**config.mk**
```make
export PLATFORM = sky130hd
export DESIGN_NAME = ipv4_dotted_text_parser_top_flat
export DESIGN_NICKNAME = d
export VERILOG_FILES = /design/src/hdl/ip4p_pkg.sv /design/src/hdl/ip4p_if.sv /design/src/hdl/ipv4_dotted_text_parser_top.sv /design/src/flat_wrapper.sv
export SDC_FILE = /design/constraint.sdc
export NUM_CORES = 1
export LEC_CHECK = 0
export BUFFER_PORTS_ARGS = -buffer_cell sky130_fd_sc_hd__clkbuf_2
export CAP_MARGIN = 20
export CORE_MARGIN = 3
export CORE_UTILIZATION = 54
export DETAILED_ROUTE_END_ITERATION = 10
export PLACE_DENSITY_LB_ADDON = 0.08
export SLEW_MARGIN = 0
export SYNTH_ARGS = -nofsm -noshare
export SYNTH_HDL_FRONTEND = slang
export SYNTH_SLANG_ARGS = --single-unit
```
**constraint.sdc**
```tcl
create_clock -name i_clk -period 3.7 [get_ports i_clk]
set_input_delay 0.74 -clock i_clk [delete_from_list [all_inputs] [get_ports i_clk]]
set_output_delay 0.74 -clock i_clk [all_outputs]
set_load 0.005 [all_outputs]
```
**src/hdl/ip4p_pkg.sv**
```systemverilog
// Shared types and constants for the IPv4 dotted-text parser.
package ip4p_pkg;

    typedef enum logic [1:0] {
        PH_BEFORE = 2'd0,
        PH_DIGITS = 2'd1,
        PH_AFTER  = 2'd2
    } t_phase;

    localparam logic [7:0] CHAR_ZERO = 8'h30;
    localparam logic [7:0] CHAR_NINE = 8'h39;
    localparam logic [7:0] CHAR_DOT  = 8'h2E;
    localparam logic [7:0] CHAR_SPACE = 8'h20;
    localparam logic [7:0] CHAR_TAB  = 8'h09;
    localparam logic [7:0] CHAR_CR   = 8'h0D;
    localparam logic [9:0] OCTET_MAX = 10'd255;
    localparam logic [1:0] DOTS_NEEDED_RESET = 2'd3;
    localparam logic [2:0] MAX_OCTETS = 3'd4;
    localparam logic [2:0] MAX_DIGITS = 3'd3;

    function automatic logic is_blank(input logic [7:0] c);
        is_blank = c inside {CHAR_SPACE, [CHAR_TAB:CHAR_CR]};
    endfunction

    function automatic logic is_digit(input logic [7:0] c);
        is_digit = c inside {[CHAR_ZERO:CHAR_NINE]};
    endfunction

endpackage

```
**src/hdl/ip4p_if.sv**
```systemverilog
// Valid/ready channel interfaces for characters in and parsed addresses out.
interface ip4p_char_if;
    logic       valid;
    logic       ready;
    logic [7:0] char_code;
    logic       end_mark;

    modport source (output valid, output char_code, output end_mark, input ready);
    modport sink   (input valid, input char_code, input end_mark, output ready);
endinterface

interface ip4p_res_if;
    logic        valid;
    logic        ready;
    logic [31:0] address;
    logic        valid_res;

    modport source (output valid, output address, output valid_res, input ready);
    modport sink   (input valid, input address, input valid_res, output ready);
endinterface

```
**src/hdl/ipv4_dotted_text_parser_top.sv**
```systemverilog
// IPv4 dotted-decimal text parser: input register, parse state, two-entry result queue.
// Throughput: one character word per cycle, end words included, while results drain.
// The result word for an end word passes the input register, then the result queue
// register, before it is offered on o_res.
// Input stalls only when both result queue slots are taken or reserved.
// Reset (i_rst_n low, synchronous): parse state and queue clear, dot count goes back to 3.
module ipv4_dotted_text_parser_top (
    input  logic              i_clk,
    input  logic              i_rst_n,
    input  logic              i_cfg_wr_en,
    input  logic [1:0]        i_cfg_wr_data,
    ip4p_char_if.sink         i_char,
    ip4p_res_if.source        o_res
);

    // configuration
    logic [1:0] r_dots_needed;

    // input register
    logic       r_in_valid;
    logic [7:0] r_in_char;
    logic       r_in_end;

    // parse state
    logic [31:0]          r_addr, n_addr;
    logic [9:0]           r_oct, n_oct;
    logic [2:0]           r_dcnt, n_dcnt;
    ip4p_pkg::t_phase     r_phase, n_phase;
    logic [2:0]           r_ocnt, n_ocnt;
    logic                 r_err, n_err;

    // result queue
    logic [1:0]  r_cnt, n_cnt;
    logic [31:0] r_q0_addr, n_q0_addr, r_q1_addr, n_q1_addr;
    logic        r_q0_vr, n_q0_vr, r_q1_vr, n_q1_vr;

    logic        in_acc, push, pop;
    logic [1:0]  occ;
    logic        close_ok;
    logic [31:0] closed_addr;
    logic [2:0]  closed_ocnt;
    logic        end_err;
    logic        res_ok;
    logic [31:0] res_addr;
    logic [9:0]  oct_next;

    // a slot is held for an end word sitting in the input register
    assign occ      = r_cnt + {1'b0, r_in_valid & r_in_end} - {1'b0, pop};
    assign pop      = r_cnt != 2'd0 && o_res.ready;
    assign i_char.ready = occ < 2'd2;
    assign in_acc   = i_char.valid && i_char.ready;
    assign push     = r_in_valid && r_in_end;

    always_ff @(posedge i_clk) begin
        if (!i_rst_n) begin
            r_dots_needed <= ip4p_pkg::DOTS_NEEDED_RESET;
        end else if (i_cfg_wr_en) begin
            r_dots_needed <= i_cfg_wr_data;
        end
    end

    always_ff @(posedge i_clk) begin
        if (!i_rst_n) begin
            r_in_valid <= 1'b0;
        end else begin
            r_in_valid <= in_acc;
        end
        if (in_acc) begin
            r_in_char <= i_char.char_code;
            r_in_end  <= i_char.end_mark;
        end
    end

    // closing the open octet
    always_comb begin
        close_ok    = !r_err && r_ocnt < ip4p_pkg::MAX_OCTETS && r_dcnt != 3'd0
                      && r_oct <= ip4p_pkg::OCTET_MAX;
        closed_ocnt = r_ocnt + 3'd1;
        closed_addr = r_addr;
        case (r_ocnt[1:0])
            2'd0:    closed_addr[31:24] = r_oct[7:0];
            2'd1:    closed_addr[23:16] = r_oct[7:0];
            2'd2:    closed_addr[15:8]  = r_oct[7:0];
            default: closed_addr[7:0]   = r_oct[7:0];
        endcase
        oct_next = (r_oct << 3) + (r_oct << 1) + {6'd0, r_in_char[3:0]};
    end

    always_comb begin
        end_err  = r_err || !close_ok;
        res_ok   = !end_err && closed_ocnt >= ({1'b0, r_dots_needed} + 3'd1);
        res_addr = res_ok ? closed_addr : 32'd0;
    end

    // parse state next value
    always_comb begin
        n_addr  = r_addr;
        n_oct   = r_oct;
        n_dcnt  = r_dcnt;
        n_phase = r_phase;
        n_ocnt  = r_ocnt;
        n_err   = r_err;
        if (r_in_valid) begin
            if (r_in_end) begin
                n_addr  = 32'd0;
                n_oct   = 10'd0;
                n_dcnt  = 3'd0;
                n_phase = ip4p_pkg::PH_BEFORE;
                n_ocnt  = 3'd0;
                n_err   = 1'b0;
            end else if (!r_err) begin
                if (r_in_char == ip4p_pkg::CHAR_DOT) begin
                    if (close_ok) begin
                        n_addr  = closed_addr;
                        n_ocnt  = closed_ocnt;
                        n_oct   = 10'd0;
                        n_dcnt  = 3'd0;
                        n_phase = ip4p_pkg::PH_BEFORE;
                    end else begin
                        n_err = 1'b1;
                    end
                end else if (ip4p_pkg::is_blank(r_in_char)) begin
                    if (r_phase == ip4p_pkg::PH_DIGITS) begin
                        n_phase = ip4p_pkg::PH_AFTER;
                    end
                end else if (ip4p_pkg::is_digit(r_in_char)) begin
                    if (r_phase == ip4p_pkg::PH_AFTER || r_dcnt >= ip4p_pkg::MAX_DIGITS) begin
                        n_err = 1'b1;
                    end else begin
                        n_oct   = oct_next;
                        n_dcnt  = r_dcnt + 3'd1;
                        n_phase = ip4p_pkg::PH_DIGITS;
                    end
                end else begin
                    n_err = 1'b1;
                end
            end
        end
    end

    always_ff @(posedge i_clk) begin
        if (!i_rst_n) begin
            r_addr  <= 32'd0;
            r_oct   <= 10'd0;
            r_dcnt  <= 3'd0;
            r_phase <= ip4p_pkg::PH_BEFORE;
            r_ocnt  <= 3'd0;
            r_err   <= 1'b0;
        end else begin
            r_addr  <= n_addr;
            r_oct   <= n_oct;
            r_dcnt  <= n_dcnt;
            r_phase <= n_phase;
            r_ocnt  <= n_ocnt;
            r_err   <= n_err;
        end
    end

    // two-entry result queue, slot 0 is the head
    always_comb begin
        n_cnt     = r_cnt;
        n_q0_addr = r_q0_addr;
        n_q0_vr   = r_q0_vr;
        n_q1_addr = r_q1_addr;
        n_q1_vr   = r_q1_vr;
        if (pop) begin
            n_q0_addr = r_q1_addr;
            n_q0_vr   = r_q1_vr;
        end
        if (push) begin
            if ((r_cnt == 2'd0) || (r_cnt == 2'd1 && pop)) begin
                n_q0_addr = res_addr;
                n_q0_vr   = res_ok;
            end else begin
                n_q1_addr = res_addr;
                n_q1_vr   = res_ok;
            end
        end
        n_cnt = r_cnt + {1'b0, push} - {1'b0, pop};
    end

    always_ff @(posedge i_clk) begin
        if (!i_rst_n) begin
            r_cnt <= 2'd0;
        end else begin
            r_cnt <= n_cnt;
        end
        r_q0_addr <= n_q0_addr;
        r_q0_vr   <= n_q0_vr;
        r_q1_addr <= n_q1_addr;
        r_q1_vr   <= n_q1_vr;
    end

    assign o_res.valid     = r_cnt != 2'd0;
    assign o_res.address   = r_q0_addr;
    assign o_res.valid_res = r_q0_vr;

`ifndef SYNTH
    a_queue_bound: assert property (@(posedge i_clk) disable iff (!i_rst_n)
        r_cnt <= 2'd2)
        else $error("result queue overflow");

    a_end_clears: assert property (@(posedge i_clk) disable iff (!i_rst_n)
        r_in_valid && r_in_end |=> !r_err && r_ocnt == 3'd0 && r_dcnt == 3'd0)
        else $error("parse state not cleared after end word");

    a_invalid_zero: assert property (@(posedge i_clk) disable iff (!i_rst_n)
        o_res.valid && !o_res.valid_res |-> o_res.address == 32'd0)
        else $error("invalid result carries nonzero address");

    a_octet_bound: assert property (@(posedge i_clk) disable iff (!i_rst_n)
        r_ocnt <= ip4p_pkg::MAX_OCTETS && r_dcnt <= ip4p_pkg::MAX_DIGITS)
        else $error("octet or digit count out of range");

    a_no_push_full: assert property (@(posedge i_clk) disable iff (!i_rst_n)
        push && r_cnt == 2'd2 |-> pop)
        else $error("result pushed into full queue");
`endif

endmodule
```
**src/flat_wrapper.sv**
```systemverilog
// flat-port wrapper written by rule: the top's interface ports become plain ports
module ipv4_dotted_text_parser_top_flat 
  (i_clk, i_rst_n, i_cfg_wr_en, i_cfg_wr_data, i_char_valid, i_char_char_code, i_char_end_mark, i_char_ready, o_res_valid, o_res_address, o_res_valid_res, o_res_ready);
  ip4p_char_if i_char_i ();
  ip4p_res_if o_res_i ();
  input  logic i_clk;
  input  logic i_rst_n;
  input  logic i_cfg_wr_en;
  input  logic [1:0] i_cfg_wr_data;
  input wire logic [$bits(i_char_i.valid)-1:0] i_char_valid;
  input wire logic [$bits(i_char_i.char_code)-1:0] i_char_char_code;
  input wire logic [$bits(i_char_i.end_mark)-1:0] i_char_end_mark;
  output wire logic [$bits(i_char_i.ready)-1:0] i_char_ready;
  output wire logic [$bits(o_res_i.valid)-1:0] o_res_valid;
  output wire logic [$bits(o_res_i.address)-1:0] o_res_address;
  output wire logic [$bits(o_res_i.valid_res)-1:0] o_res_valid_res;
  input wire logic [$bits(o_res_i.ready)-1:0] o_res_ready;
  assign i_char_i.valid = i_char_valid;
  assign i_char_i.char_code = i_char_char_code;
  assign i_char_i.end_mark = i_char_end_mark;
  assign i_char_ready = i_char_i.ready;
  assign o_res_valid = o_res_i.valid;
  assign o_res_address = o_res_i.address;
  assign o_res_valid_res = o_res_i.valid_res;
  assign o_res_i.ready = o_res_ready;
  ipv4_dotted_text_parser_top u_core (.i_clk(i_clk), .i_rst_n(i_rst_n), .i_cfg_wr_en(i_cfg_wr_en), .i_cfg_wr_data(i_cfg_wr_data), .i_char(i_char_i), .o_res(o_res_i));
endmodule
```
==> flow_metrics.tcl, run 1 <==
set metrics [dict create \
    die_x_um 113 \
    die_area_um2 12700 \
    io_pins 51 \
    async_flop_share 0 \
    groute.usage.overall 0.217 \
    outcome "complete, no violations" \
    crit_fanout 4 \
    die_h_um 113 \
    switching_share 0.274 \
    peakVddDrop_v 0.000524 \
    min_period_ps 3060 \
    crit_arrival_ps 2320 \
    critPathCaptureType "output pin" \
    cap_violations 0 \
    routed_wl_um 13100 \
    grt_overflow 0 \
    insertion_delay_ps 410 \
    critPathRequiredTime_ps 2960 \
    cts_inserted_buffers 17 \
    min_period_over_period 0.826 \
    crit_path_max_incr_delay_ps 350 \
    yosysWarnings 0 \
    synth_edf_count 42 \
    post_drt_wl_per_cell_um 17.1 \
    route.vias.total 4425 \
    setup_tns_ps 0 \
    slew_violations 0 \
    drtAntennaViolNets 0 \
    path_buf_inv 3 \
    drive_gt1_frac 0.160 \
    antenna_found_initial 0 \
    grt_pass1_wl_um 21700 \
    fin_cells 770 \
    powerDensity_nw_per_um2 606 \
    rsz0062_at_grt "no" \
    p_clk_frac 0.371 \
    grt_max_degree 67 \
    initial_core_util 0.561 \
    synth_ff_type "dfxtp_1" \
    antennaDiodeCount 0 \
    dpl.hpwl_um 8780 \
    netlist_area_um2 6160 \
    core-area_um2 11000 \
    stdcell_area_um2 7090 \
    drt_first_pass_iters 5 \
    syn_nets 620 \
    hold_viol_final 0 \
    synthCells 575 \
    place_area_um2 6510 \
    cts_sinks 131 \
    holdCritPathClass "reg -> reg" \
    post-cts-setup-buffer-count 0 \
    yosys_register_bits 131 \
    h-tree-depth 4 \
    internal_power_mw 3.12 \
    fin_skew_ps 6.24 \
    yosysSeqAreaShare 0.494 \
    start_kind "flip-flop" \
    worstMarginPinSlew_ps 968 \
    max_freq_mhz 327 \
    p_comb_frac 0.200 \
    cts_tree "yes" \
    whs_ps 472 \
    cts.repair.resized 0 \
    layout_commonest_cell "dfxtp_1" \
    crit_path_start "u_core.r_cnt[1]" \
    dpl.cell_count 738 \
    slew_headroom 0.350 \
    clockBufferDepth 2 \
    nNetsFinal 662 \
    place.gp.congestion 0.859 \
    rows 38 \
    p_leak_nw 2.92 \
    via_per_inst 5.75 \
    ctsRootBufferMaster "clkbuf_16" \
    cp_slowest_cell "dfxtp_1" \
    pwr-share-seq 0.429 \
    avgSynthCellArea_um2 10.7 \
    min_from "u_core.r_addr[26]" \
    port_buffers 50 \
    r2r_start "u_core.r_dcnt[0]" \
    p_sw_mw 1.18 \
    path_cells "or2_2 -> nand2_2 -> inv_1 -> ha_1 -> inv_1 -> ha_1 -> xor2_1 -> xnor2_1 -> clkbuf_2" \
    clk_pin_slew_ps 60 \
    path_class "reg -> out" \
    setup_viol 0 \
    dr.first_iter.drc_count 263 \
    area_delta_synth_final_pct 15.0 \
    critical-path-top-delay-family "adder cells" \
    hold_buffers 0 \
    grt_pass1_vias 4329 \
    synth_cell_types 52 \
    layout_common_cells "dfxtp_1 (89), mux2i_1 (65), nand2_1 (50), clkbuf_2 (50), nor2_1 (43)" \
    drcViolationCount 0 \
]
[stage by stage]
step | util | worst slack [ps] | total power [mW]
finish | 0.645 | 643 | 4.30
global route | 0.645 | 438 | 4.54
CTS | 0.645 | 597 | 4.34
detailed placement | 0.593 | 912 | 2.75
global placement | 0.593 | 956 | 2.72
floorplan | - | 1100 | 2.43
[cell families (layout without fill, tap and decap cells)]
kind of cell / count (synthesis) / count (layout) / synth area share
mux: 65 / 65 / 0.106
fa+ha+maj: 29 / 29 / 0.0613
compound gates: 112 / 112 / 0.119
buf+inv: 57 / 112 / 0.0382
xor+xnor: 11 / 11 / 0.0156
simple gates: 170 / 170 / 0.166
flops: 131 / 131 / 0.494
[power by group through the flow]
stage / Clock (mW) / Sequential (mW) / Combinational [mW]
6_report: 1.59 / 1.84 / 0.860
5_1_grt: 1.69 / 1.88 / 0.971
4_1_cts: 1.62 / 1.85 / 0.871
3_5_place_dp: 0 / 1.88 / 0.868
3_3_place_gp: 0 / 1.87 / 0.851
2_1_floorplan: 0 / 1.86 / 0.566
[state kept, by name, indices dropped and copies added, names as in the netlist, 2 cells and up]
signal and count:
u_core.o_res.address 32, u_core.r_cnt 2, u_core.r_ocnt 3, u_core.r_phase 2, u_core.r_in_char 8, u_core.r_q1_addr 32, u_core.r_dcnt 3, u_core.r_oct 10
u_core.r_addr 32, u_core.r_dots_needed 2
[tightest hold or removal path, cell delays in order, from the launching register on]
cell and delay, ps:
dfxtp_1 300, nand2_1 50, o22ai_1 60
[per-layer routing]
layer,GRT usage,vias to the layer above,share of wire
li1,-,2206,-
met1,0.283,2089,0.46
met2,0.344,109,0.48
met3,0.0556,21,0.046
met4,0.0897,0,0.019
met5,0,-,0
[path summary, 6_finish.rpt]
path	slack, ps	depth (start not counted)	end
worst max-delay path	640	9	i_char_ready
worst min-delay path	470	2	u_core.r_addr[26]
worst max register to register	970	7	u_core.r_addr[23]
worst min register to register	470	2	u_core.r_addr[26]
[area by class of cell]
class / count / area [µm²]
inverter: 20 / 75.1
clock inverter: 9 / 76.3
multi-input combinational: 387 / 2890
fill: 871 / 3890
sequential: 131 / 3040
clock buffer: 23 / 499
tap: 140 / 175
timing repair buffer: 60 / 325
[cells in the mapped netlist (2+ instances only)]
library cell	number	area, µm²
nor4_1	2	12.5
nor3_1	7	35.0
nor3b_1	2	15.0
nor2_1	43	161
o21a_1	3	22.5
xor2_1	3	26.3
or2_2	2	12.5
a21boi_0	3	22.5
a21o_1	2	15.0
clkbuf_1	25	93.8
nand4_1	3	18.8
nand2_1	51	191
nand3_1	4	20.0
nand2b_1	3	18.8
o41ai_1	2	17.5
o21ai_0	37	185
fa_1	2	40.0
and4_1	2	17.5
dfxtp_1	89	1780
mux2i_1	65	651
nand4bb_1	32	360
and4b_1	2	20.0
o211ai_1	3	22.5
nor2b_1	4	25.0
o2bb2ai_1	4	35.0
xnor2_1	8	70.1
or4b_1	2	20.0
buf_2	5	25.0
a211oi_1	2	15.0
ha_1	27	338
a21oi_1	9	45.0
and2_1	4	25.0
buf_6	2	22.5
o22ai_1	32	200
a22o_1	8	70.1
edfxtp_1	42	1260
inv_1	20	75.1
buf_1	5	18.8
Note: power is estimated with default switching activity, not from simulation.
==> run 2, diff against run 1 <==
Settings changed: ABC_AREA set to 1.
Clock period 3.7 ns to 2.55 ns, I/O delays scaled along.
==> flow_metrics.tcl, run 2 <==
set metrics [dict create \
    outcome "complete, no violations" \
    dr.first_iter.drc_count 340 \
    reg2reg_to "u_core.o_res.address[30]" \
    initial_core_util 0.561 \
    area_delta_synth_final_pct 14.4 \
    grt_max_degree 68 \
    setup_viol 0 \
    drcViolationCount 0 \
    yosys_register_bits 131 \
    yosysWarnings 0 \
    crit_top_cell "ha_1" \
    place.gp.congestion 0.901 \
    via_per_inst 5.60 \
    grt_pass1_wl_um 23600 \
    core-area_um2 11000 \
    critPathCaptureType "output pin" \
    start_kind "flip-flop" \
    hold_viol_final 0 \
    path_cells "nor2_1 -> nor2_2 -> ha_1 -> inv_1 -> ha_1 -> xor2_1 -> clkbuf_2" \
    h-tree-depth 4 \
    grt-busiest-layer "met2" \
    hold_buffers 0 \
    holdCritPathClass "in -> reg" \
    fill_cells 907 \
    die_h_um 113 \
    groute.usage.overall 0.231 \
    layout_common_cells "nor2_1 (119), nand2_1 (108), dfxtp_1 (89)" \
    synth_most_common_cell "nor2_1" \
    cp_slowest_cell "dfxtp_1" \
    antennaDiodeCount 0 \
    use_met2 0.375 \
    yosysSeqAreaShare 0.494 \
    powerDensity_nw_per_um2 957 \
    avgSynthCellArea_um2 8.67 \
    met1_usage 0.306 \
    post-cts-setup-buffer-count 0 \
    route.vias.total 5081 \
    max_freq_mhz 403 \
    crit_path_start "u_core.r_cnt[1]" \
    peakVddDrop_v 0.000603 \
    synthTopCellsByArea "dfxtp_1 (29%), edfxtp_1 (20%), nor2_1 (7.3%)" \
    synth_cell_types 32 \
    fin_skew_ps 8.77 \
    die_x_um 113 \
    yosysTopAreaCellShare 0.289 \
    p_leak_nw 3.23 \
    netlist_area_um2 6160 \
    grt_util_met3 0.0460 \
    worstMarginPinSlew_ps 617 \
    drtAntennaViolNets 0 \
    routed_wl_um 14100 \
    rows 38 \
    r2r_start "u_core.r_ocnt[0]" \
    cts_inserted_buffers 17 \
    async_flop_share 0 \
    ctsRootBufferMaster "clkbuf_16" \
    slew_headroom 0.586 \
    antenna_found_initial 0 \
    ff2ff_setup_slack_ps 200 \
    crit_arrival_ps 1970 \
    cts.repair.resized 0 \
    min_period_ps 2480 \
    clk_pin_slew_ps 50 \
    min_period_over_period 0.973 \
    die_area_um2 12700 \
    grt_overflow 0 \
    grt_pass1_vias 4853 \
    cp.depth 7 \
    layout_commonest_cell "nor2_1" \
    synth_ff_type "dfxtp_1" \
    syn_nets 756 \
    synthCells 711 \
    cts_tree "yes" \
    drt_first_pass_iters 5 \
    critPathRequiredTime_ps 2040 \
    crit_fanout 3 \
    clockBufferDepth 2 \
    r2r_cells 9 \
    path_buf_inv 2 \
    synth_edf_count 42 \
    slew_violations 0 \
    io_pins 51 \
    dpl.hpwl_um 9540 \
    critical-path-top-delay-family "adder cells" \
    rsz0062_at_grt "no" \
    post_drt_wl_per_cell_um 15.6 \
    nNetsFinal 799 \
    ys_top_cells_by_count "nor2_1 (120), nand2_1 (108), dfxtp_1 (89)" \
    crit_path_max_incr_delay_ps 340 \
    cap_violations 0 \
    setup_tns_ps 0 \
    crit_end "i_char_ready" \
    path_class "reg -> out" \
    whs_ps 268 \
    insertion_delay_ps 410 \
    port_buffers 50 \
    fin_util 0.642 \
    drive_gt1_frac 0.133 \
    cts_sinks 131 \
    synth_top_area_cell "dfxtp_1" \
]
-- run 2: cell count changes after synthesis, sizes merged, moves of 8 or more --
cell	delta
a22o	-8
o211a	+31
o21ai	+35
nand4bb	-32
nand3	+22
o32ai	+31
nor2	+84
inv	+45
nand4	+8
a21oi	+14
o22ai	-31
mux2i	-65
nand2	+62
-- run 2: final cells by class --
type / count / area (µm²) / share of cell area
flip-flops and latches: 131 / 3040 / 0.432
well taps: 140 / 175 / 0.0248
repair buffers: 61 / 345 / 0.0490
clock buffers: 26 / 469 / 0.0665
inverters: 66 / 248 / 0.0351
clock inverters: 6 / 81.3 / 0.0115
multi-input cells: 477 / 2690 / 0.381
-- run 2: layer usage --
metal	up-vias	wire length, µm
met1	2379	6470
li1	2522	-
met4	0	314
met2	151	6550
met5	-	0
met3	29	775
-- run 2: how the worst min path moves through the flow --
stage,end,cells after the start,start
final,u_core.r_in_char[3],1,i_char_char_code[3]
after global routing,u_core.r_in_char[1],1,i_char_char_code[1]
after CTS,u_core.r_in_char[3],1,i_char_char_code[3]
after detailed placement,u_core.r_phase[1],2,u_core.r_phase[1]
after global placement,u_core.r_phase[1],2,u_core.r_phase[1]
after floorplan,u_core.r_dots_needed[1],2,u_core.r_dots_needed[1]
-- run 2: worst reg2reg max path, cell delays in order (launching register included) --
cell and delay [ps]:
dfxtp_1 430, ha_1 230, xor2_1 250, ha_1 300, a21oi_1 150, o211ai_1 110
nand2_1 100, buf_4 370, nor2_1 140, a21o_1 170
-- run 2: report_power, final --
group	leakage (nW)	internal, mW	switching, mW
logic	1.81	0.717	0.934
clock network	0.264	1.46	0.826
registers	1.16	2.60	0.218
-- run 2: logic make-up (layout without fill, tap and decap cells) --
kind of cell,after synthesis,in the layout,share of synthesized area
AO/OA/AOI/OAI,162,162,0.178
XOR/XNOR,4,4,0.00568
adder cells (fa/ha/maj),29,29,0.0613
buffers and inverters,103,159,0.0704
flip-flops,131,131,0.494
AND/OR/NAND/NOR,282,282,0.191
-- run 2: through the flow --
stage	std cells	area [µm²]	worst slack, ps	total power [mW]
after floorplan	711	6160	35.3	3.93
after global placement	875	6500	368	4.46
after detailed placement	875	6500	259	4.52
after CTS	907	7050	91.1	6.80
after global routing	907	7050	0.517	7.15
final	907	7050	68.0	6.75
==> run 3, diff against run 2 <==
Settings changed: PLACE_DENSITY_LB_ADDON 0.08 to 0.05.
==> flow_metrics.tcl, run 3 (same netlist as run 2, synthesis figures left out) <==
set metrics [dict create \
    crit_end "i_char_ready" \
    initial_core_util 0.561 \
    fin_skew_ps 8.21 \
    drcViolationCount 0 \
    layout_common_cells "nor2_1 (119), nand2_1 (108), dfxtp_1 (89)" \
    route.vias.total 5065 \
    path_class "reg -> out" \
    grt_pass1_wl_um 23400 \
    nNetsFinal 800 \
    grt_overflow 0 \
    layout_commonest_cell "nor2_1" \
    powerDensity_nw_per_um2 983 \
    max_freq_mhz 416 \
    holdCritPathClass "in -> reg" \
    drtAntennaViolNets 0 \
    rows 38 \
    antennaDiodeCount 0 \
    grt_pass1_vias 4761 \
    dr.first_iter.drc_count 375 \
    slew_violations 0 \
    grt_max_degree 49 \
    drt_first_pass_iters 5 \
    ctsRootBufferMaster "clkbuf_16" \
    peakVddDrop_v 0.000758 \
    r2r_cells 10 \
    io_pins 51 \
    port_buffers 50 \
    clk_pin_slew_ps 60 \
    insertion_delay_ps 420 \
    area_delta_synth_final_pct 15.8 \
    antenna_found_initial 0 \
    die_area_um2 12700 \
    cts_inserted_buffers 17 \
    r2r_start "u_core.r_ocnt[0]" \
    die_h_um 113 \
    critPathCaptureType "output pin" \
    drive_gt1_frac 0.146 \
    crit_fanout 3 \
    crit_arrival_ps 1890 \
    cts_sinks 131 \
    h-tree-depth 4 \
    p_leak_nw 3.27 \
    groute.usage.overall 0.233 \
    via_per_inst 5.58 \
    ff2ff_setup_slack_ps 310 \
    setup_viol 0 \
    routed_wl_um 14200 \
    post_drt_wl_per_cell_um 15.6 \
    worstMarginPinSlew_ps 611 \
    slew_headroom 0.590 \
    core-area_um2 11000 \
    die_x_um 113 \
    place_area_um2 6510 \
    hold_viol_final 0 \
    setup_tns_ps 0 \
    min_period_over_period 0.942 \
    reg2reg_to "u_core.o_res.address[24]" \
    outcome "complete, no violations" \
    critPathRequiredTime_ps 2040 \
    crit_path_start "u_core.r_cnt[1]" \
    place.gp.congestion 0.847 \
    start_kind "flip-flop" \
    rsz0062_at_grt "no" \
    dpl.hpwl_um 9570 \
    fill_cells 934 \
    min_period_ps 2400 \
    stdcell_area_um2 7140 \
    clockBufferDepth 2 \
    cap_violations 0 \
    cts_tree "yes" \
]
-- run 3: where the power goes --
group          leakage [nW]  total (mW)  switching [mW]  internal, mW
logic                  1.82        1.65           0.928         0.721
clock network         0.300        2.56           0.902          1.66
registers              1.16        2.81           0.215          2.60
-- run 3: critical path, stage by stage (launching register included) --
cell and delay, ps:
dfxtp_1 340, nor2_1 180, nor2_2 70, ha_1 270
inv_1 40, ha_1 220, xor2_2 220, clkbuf_2 150
-- run 3: what timing repair did --
| action | in CTS | in global routing |
|---|---|---|
| gates resized for setup | 0 | 1 |
| buffers inserted | 0 | 0 |
| hold buffers | 0 | 0 |
| endpoints found under the setup margin | 0 | 1 |
-- run 3: worst min-delay path by stage --
| stage | endpoint | cells past startpoint | startpoint |
|---|---|---|---|
| floorplan | u_core.r_dots_needed[1] | 2 | u_core.r_dots_needed[1] |
| global placement | u_core.r_phase[1] | 2 | u_core.r_phase[1] |
| detailed placement | u_core.r_dots_needed[1] | 2 | u_core.r_dots_needed[1] |
| CTS | u_core.r_in_char[5] | 1 | i_char_char_code[5] |
| global route | u_core.r_in_char[0] | 1 | i_char_char_code[0] |
| finish | u_core.r_in_char[3] | 1 | i_char_char_code[3] |
-- run 3: per-stage QoR --
step / std cells / utilization / total power [mW] / worst slack (ps) / hold WS [ps]
after floorplan: 711 / - / 3.93 / 35.3 / 434
after global placement: 876 / 0.593 / 4.45 / 351 / 450
after detailed placement: 876 / 0.593 / 4.51 / 320 / 461
after CTS: 908 / 0.649 / 7.07 / 63.6 / 249
after global routing: 908 / 0.650 / 7.43 / 32.4 / 251
final: 908 / 0.650 / 7.02 / 147 / 264
-- run 3: area by class of cell --
type                    instances  area (µm²)  area share
clock inverters                13         180      0.0252
inverters                      66         248      0.0347
flip-flops and latches        131        3040       0.426
clock buffers                  19         443      0.0620
repair buffers                 62         353      0.0494
well taps                     140         175      0.0245
multi-input cells             477        2700       0.378
-- run 3: metal layers --
| layer | part of all wire | track usage | vias to the layer above |
|---|---|---|---|
| met5 | 0 | 0 | - |
| met2 | 0.46 | 0.375 | 117 |
| met3 | 0.042 | 0.0492 | 17 |
| li1 | - | - | 2526 |
| met1 | 0.47 | 0.307 | 2405 |
| met4 | 0.019 | 0.0921 | 0 |
